==> config.mk <==
export PLATFORM = sky130hd
export DESIGN_NAME = p2g_queue
export DESIGN_NICKNAME = d
export VERILOG_FILES = /design/src/design/p2g_pkg.sv /design/src/design/p2g_queue.sv
export SDC_FILE = /design/constraint.sdc
export NUM_CORES = 1
export LEC_CHECK = 0
export ABC_CLOCK_PERIOD_IN_PS = 3000
export BUFFER_PORTS_ARGS = -buffer_cell sky130_fd_sc_hd__buf_2
export CORE_MARGIN = 2
export CORE_UTILIZATION = 45
export CTS_CLUSTER_SIZE = 24
export DETAILED_ROUTE_END_ITERATION = 8
export PLACE_DENSITY_LB_ADDON = 0.12
export SYNTH_ARGS = -nofsm -noshare
export SYNTH_HDL_FRONTEND = slang
export SYNTH_SLANG_ARGS = --single-unit
==> constraint.sdc <==
create_clock -name clock -period 3 [get_ports clock]
set_input_delay 0.6 -clock clock [delete_from_list [all_inputs] [get_ports clock]]
set_output_delay 0.6 -clock clock [all_outputs]
set_load 0.005 [all_outputs]
==> src/design/p2g_pkg.sv <==
// ----------------------------------------------------------------------------
// p2g_pkg
// Types, register codes and constants of the pixel to ground position unit.
// ----------------------------------------------------------------------------
package p2g_pkg;

   localparam int ANG_W = 24;           // angle: 2^24 units per half turn
   localparam int ROT_Z_W = 26;
   localparam int TAN_W = 32;
   localparam int QUO_BITS = 31;        // quotient bits below the overflow limit
   localparam int CSR_INDEX_BITS = 3;
   localparam int CSR_DATA_BITS = 16;
   localparam int QUEUE_DEPTH = 4;

   localparam logic [CSR_INDEX_BITS-1:0] CSR_FOCAL      = 3'd0;
   localparam logic [CSR_INDEX_BITS-1:0] CSR_WIDTH      = 3'd1;
   localparam logic [CSR_INDEX_BITS-1:0] CSR_HEIGHT     = 3'd2;
   localparam logic [CSR_INDEX_BITS-1:0] CSR_PITCH      = 3'd3;
   localparam logic [CSR_INDEX_BITS-1:0] CSR_CAM_HEIGHT = 3'd4;

   // Pitch in 1/256 degree to angle units: divide by 45 through a reciprocal.
   localparam logic [30:0] PITCH_RECIP = 31'd1527099484;
   localparam int PITCH_SHIFT = 36;
   localparam logic [29:0] PITCH_BIAS = 30'd22;

   localparam logic signed [TAN_W-1:0] TAN_MAX = 32'sh7FFF_FFFF;

   typedef struct packed {
      logic [13:0]        focal_length_px;
      logic [13:0]        image_width;
      logic [13:0]        image_height;
      logic signed [15:0] pitch_angle;
      logic [15:0]        camera_height_mm;
   } p2g_cfg_type;

   // atan(2^-i) in units of 2^-24 half turn.
   function automatic logic [ANG_W-1:0] atan_step(input int unsigned i);
      logic [ANG_W-1:0] v;
      case (i)
         0:  v = 24'd4194304;
         1:  v = 24'd2476042;
         2:  v = 24'd1308273;
         3:  v = 24'd664100;
         4:  v = 24'd333339;
         5:  v = 24'd166832;
         6:  v = 24'd83436;
         7:  v = 24'd41721;
         8:  v = 24'd20861;
         9:  v = 24'd10430;
         10: v = 24'd5215;
         11: v = 24'd2608;
         12: v = 24'd1304;
         13: v = 24'd652;
         14: v = 24'd326;
         15: v = 24'd163;
         16: v = 24'd81;
         17: v = 24'd41;
         18: v = 24'd20;
         19: v = 24'd10;
         20: v = 24'd5;
         21: v = 24'd3;
         22: v = 24'd1;
         23: v = 24'd1;
         default: v = '0;
      endcase
      return v;
   endfunction

endpackage

==> src/design/p2g_queue.sv <==
// ----------------------------------------------------------------------------
// p2g_queue
// Short queue between the angle front end and the projection back end.
// ----------------------------------------------------------------------------
module p2g_queue #(
   parameter int W = 39
) (
   input  logic         clock,
   input  logic         reset,
   input  logic         in_valid,
   input  logic [W-1:0] in_data,
   output logic         in_space,
   output logic         head_valid,
   output logic [W-1:0] head_data,
   input  logic         pull
);
   import p2g_pkg::*;

   localparam int PW = $clog2(QUEUE_DEPTH);

   logic [W-1:0]  mem_ff [0:QUEUE_DEPTH-1];
   logic [PW-1:0] wr_ff;
   logic [PW-1:0] rd_ff;
   logic [PW:0]   count_ff;
   logic          push;
   logic          pop;

   assign head_valid = count_ff != '0;
   assign head_data  = mem_ff[rd_ff];
   assign pop        = pull && head_valid;
   assign in_space   = (count_ff != (PW+1)'(QUEUE_DEPTH)) || pop;
   assign push       = in_valid && in_space;

   always_ff @(posedge clock) begin
      if (push) begin
         mem_ff[wr_ff] <= in_data;
      end
   end

   always_ff @(posedge clock) begin
      if (reset) begin
         wr_ff    <= '0;
         rd_ff    <= '0;
         count_ff <= '0;
      end else begin
         if (push) wr_ff <= wr_ff + 1'b1;
         if (pop) rd_ff <= rd_ff + 1'b1;
         count_ff <= count_ff + (PW+1)'(push) - (PW+1)'(pop);
      end
   end

endmodule

==> run metrics <==
row count 42; R2R Setup Slk around 520 ps; Setup Crit Path Kind reg -> out; CP Capture Type output pin; unrepaired setup endpoints after global routing false; Crit Path Max Fanout 19; largest net degree at the start of global routing 40; dpl cell area approximately 6700 sq um; WP data required 2400 ps; CP max stage delay ~610 ps; P_leak about 2.5 nW; Slew HR roughly 28%; Critical Path Start Type flop; Buffers on Ports between 80 and 90; Clock Tree Root clkbuf_16; Antenna Nets Post-Route 0; RR Endpoint count_ff[2]$_SDFF_PP0_; Post-CTS Resized 0; Total Routing Usage GR 15.71%; delay-heaviest family, CP flip-flops; clock transition at the registers of the reported paths about 60 ps; Pins Over Slew Limit 0; Nets 398; Power Density approximately 850 nW/um^2; via-per-instance ratio around 5.1; GP Congestion 0.6986; Final Cell Area 7312 sq um; number of global-route vias before repair 3005; initial antenna violation count 1; critical path cell sequence buf_4, mux4_2, buf_2; ant diodes 0; outcome finished, final reports clean; # DRC 0; total grt overflow 0; worst hold path class in -> reg; Final Setup Violations 0; TritonRoute pass-1 iters 4; Hold Startpoint in_data[13]; Worst-Margin Slew 1076 ps; commonest cells after routing, fill and taps aside edfxtp_1, buf_2, mux4_2; CTS tree done; first-pass GRT wire length ~16000 um; Synth cell types 27; DRT Wirelength 10440 um; minimum clock period between 2000 and 3000 ps; die extent in x 120.2 um; Synth Cell Area between 6000 and 7000 sq um; Synthesized Nets about 300; clk sinks roughly 170; H-tree depth 4; Bufs and invs on worst path 2; sequential cell area fraction in the yosys report 80.07%; vias post-DR roughly 2700; hold path depth 1; flops & latches, synth between 150 and 200; Area growth syn-to-layout 20.35%; CTS Buffer Depth 2; HPWL after DPL 6066 um; area of the multi-input gates 1150 sq um; Avg Inst Size Synth 24.11 sq um; I/O Pins 84; Max Clock Skew roughly 5 ps; CTS Buf Count 17; Reg2Reg Launch Point count_ff[1]$_SDFF_PP0_; Total Die Area around 14000 sq um; # Post-CTS Setup Buffers 0; register area about 5000 sq um; # hold bufs at CTS 0; Hold Crit Endpoint mem_ff[2][13]$_DFFE_PP_; Ys Warns 0; commonest non-fill, non-tap cell in the layout edfxtp_1; cells after synthesis about 250; IR drop worst, VDD around 0.44 mV; Die Span Y approximately 120 um; Fill cells about 1000; Fin. Hold Viols 0; setup TNS 0 ps; Initial Util between 40 and 50%; Core Region approximately 13000 sq um; Crit-path slowest cell dfxtp_4; critical path arrival roughly 2000 ps; Routed WL per cell just under 20 um; max-capacitance violation count 0; R2R depth 11; Tcrit/Tclk final around 86%; DR iter-0 viols 202; Max Freq between 0.3 and 0.4 GHz; worst-skew pair later-pin latency ~420 ps; layout cells sized above 1 between 40% and 50%
[flip-flops by register name (all words and copies together) (netlist names), named ones only]
signal and count:
count_ff 3, mem_ff 156, rd_ff 2, wr_ff 2
[stage by stage]
stage	total power (W)	instances	setup slack [ps]	utilization [%]	hold slack [ps]
5_1_grt	0.006466	537	277.9	55.44	385.1
3_5_place_dp	0.004102	505	231.0	50.92	521.1
6_report	0.006187	537	413.8	55.44	396.3
2_1_floorplan	0.003608	252	313.0	-	484.7
4_1_cts	0.006291	537	321.1	55.44	374.3
3_3_place_gp	0.004082	505	250.1	50.92	516.0
[metal layers]
metal / vias to the layer above / GRT usage [%] / routed length, um
li1: 1243 / - / -
met1: 1397 / 18.48 / 4407
met2: 61 / 26.38 / 5357
met3: 17 / 4.623 / 476
met4: 2 / 7.941 / 184
met5: - / 0 / 13
[power by group]
group          total [W]  internal (W)  switching, W  leakage (nW)
logic            0.00113      0.000635      0.000497         0.698
registers        0.00288       0.00275      0.000128          1.51
clock network    0.00218       0.00137      0.000806         0.290
total            0.00619       0.00476       0.00143          2.49
[cell type report]
| type | instances | area share [%] |
|---|---|---|
| clock buffers | 19 | 5.921 |
| clock inverters | 13 | 2.225 |
| inverters | 5 | 0.2567 |
| multi-input cells | 72 | 15.73 |
| flip-flops and latches | 165 | 66.60 |
| well taps | 176 | 3.012 |
| repair buffers | 87 | 6.263 |
[synth_stat cells]
cell      instances  area (sq um)
and2_1            1         6.260
and2_4            1         8.760
and3_1            4         25.02
buf_1             1         3.750
buf_2             5         25.02
buf_4             1         7.510
clkbuf_1          3         11.26
dfxtp_1           9         180.2
edfxtp_1        156          4684
fa_1              1         20.02
ha_1              6         75.07
inv_1             5         18.77
mux4_2           39         878.3
nand2b_1          1         6.260
nand3_1           1         5.000
nand4b_1          1         8.760
nor2_1            6         22.52
nor2b_1           1         6.260
nor3_1            1         5.000
o21ai_1           1         5.000
o311ai_0          1         8.760
o31a_1            1         8.760
o31ai_2           1         12.51
or3_1             1         6.260
or4b_1            1         10.01
xnor2_1           1         8.760
xor2_1            2         17.52
[kinds of logic after synthesis]
logic type | Yosys count | synth area share, %
muxes | 39 | 14.46
adders and majority gates | 7 | 1.565
DFF | 165 | 80.07
xor gates and xnor gates | 3 | 0.4325
and+or+nand+nor | 19 | 1.812
buffers and inverters | 15 | 1.091
AOI/OAI and AO/OA | 4 | 0.5765
[how the worst max path moves through the flow]
| stage | from | end | slack (ps) | cells after the start |
|---|---|---|---|---|
| 6_report | flop | head_data[8] | 410 | 3 |
| 5_1_grt | flop | head_data[4] | 280 | 3 |
| 4_1_cts | flop | head_data[4] | 320 | 3 |
| 3_5_place_dp | pull | count_ff[2]$_SDFF_PP0_ | 230 | 12 |
| 3_3_place_gp | pull | count_ff[2]$_SDFF_PP0_ | 250 | 12 |
| 2_1_floorplan | pull | count_ff[2]$_SDFF_PP0_ | 310 | 12 |
(Power assumes the default switching activity.)
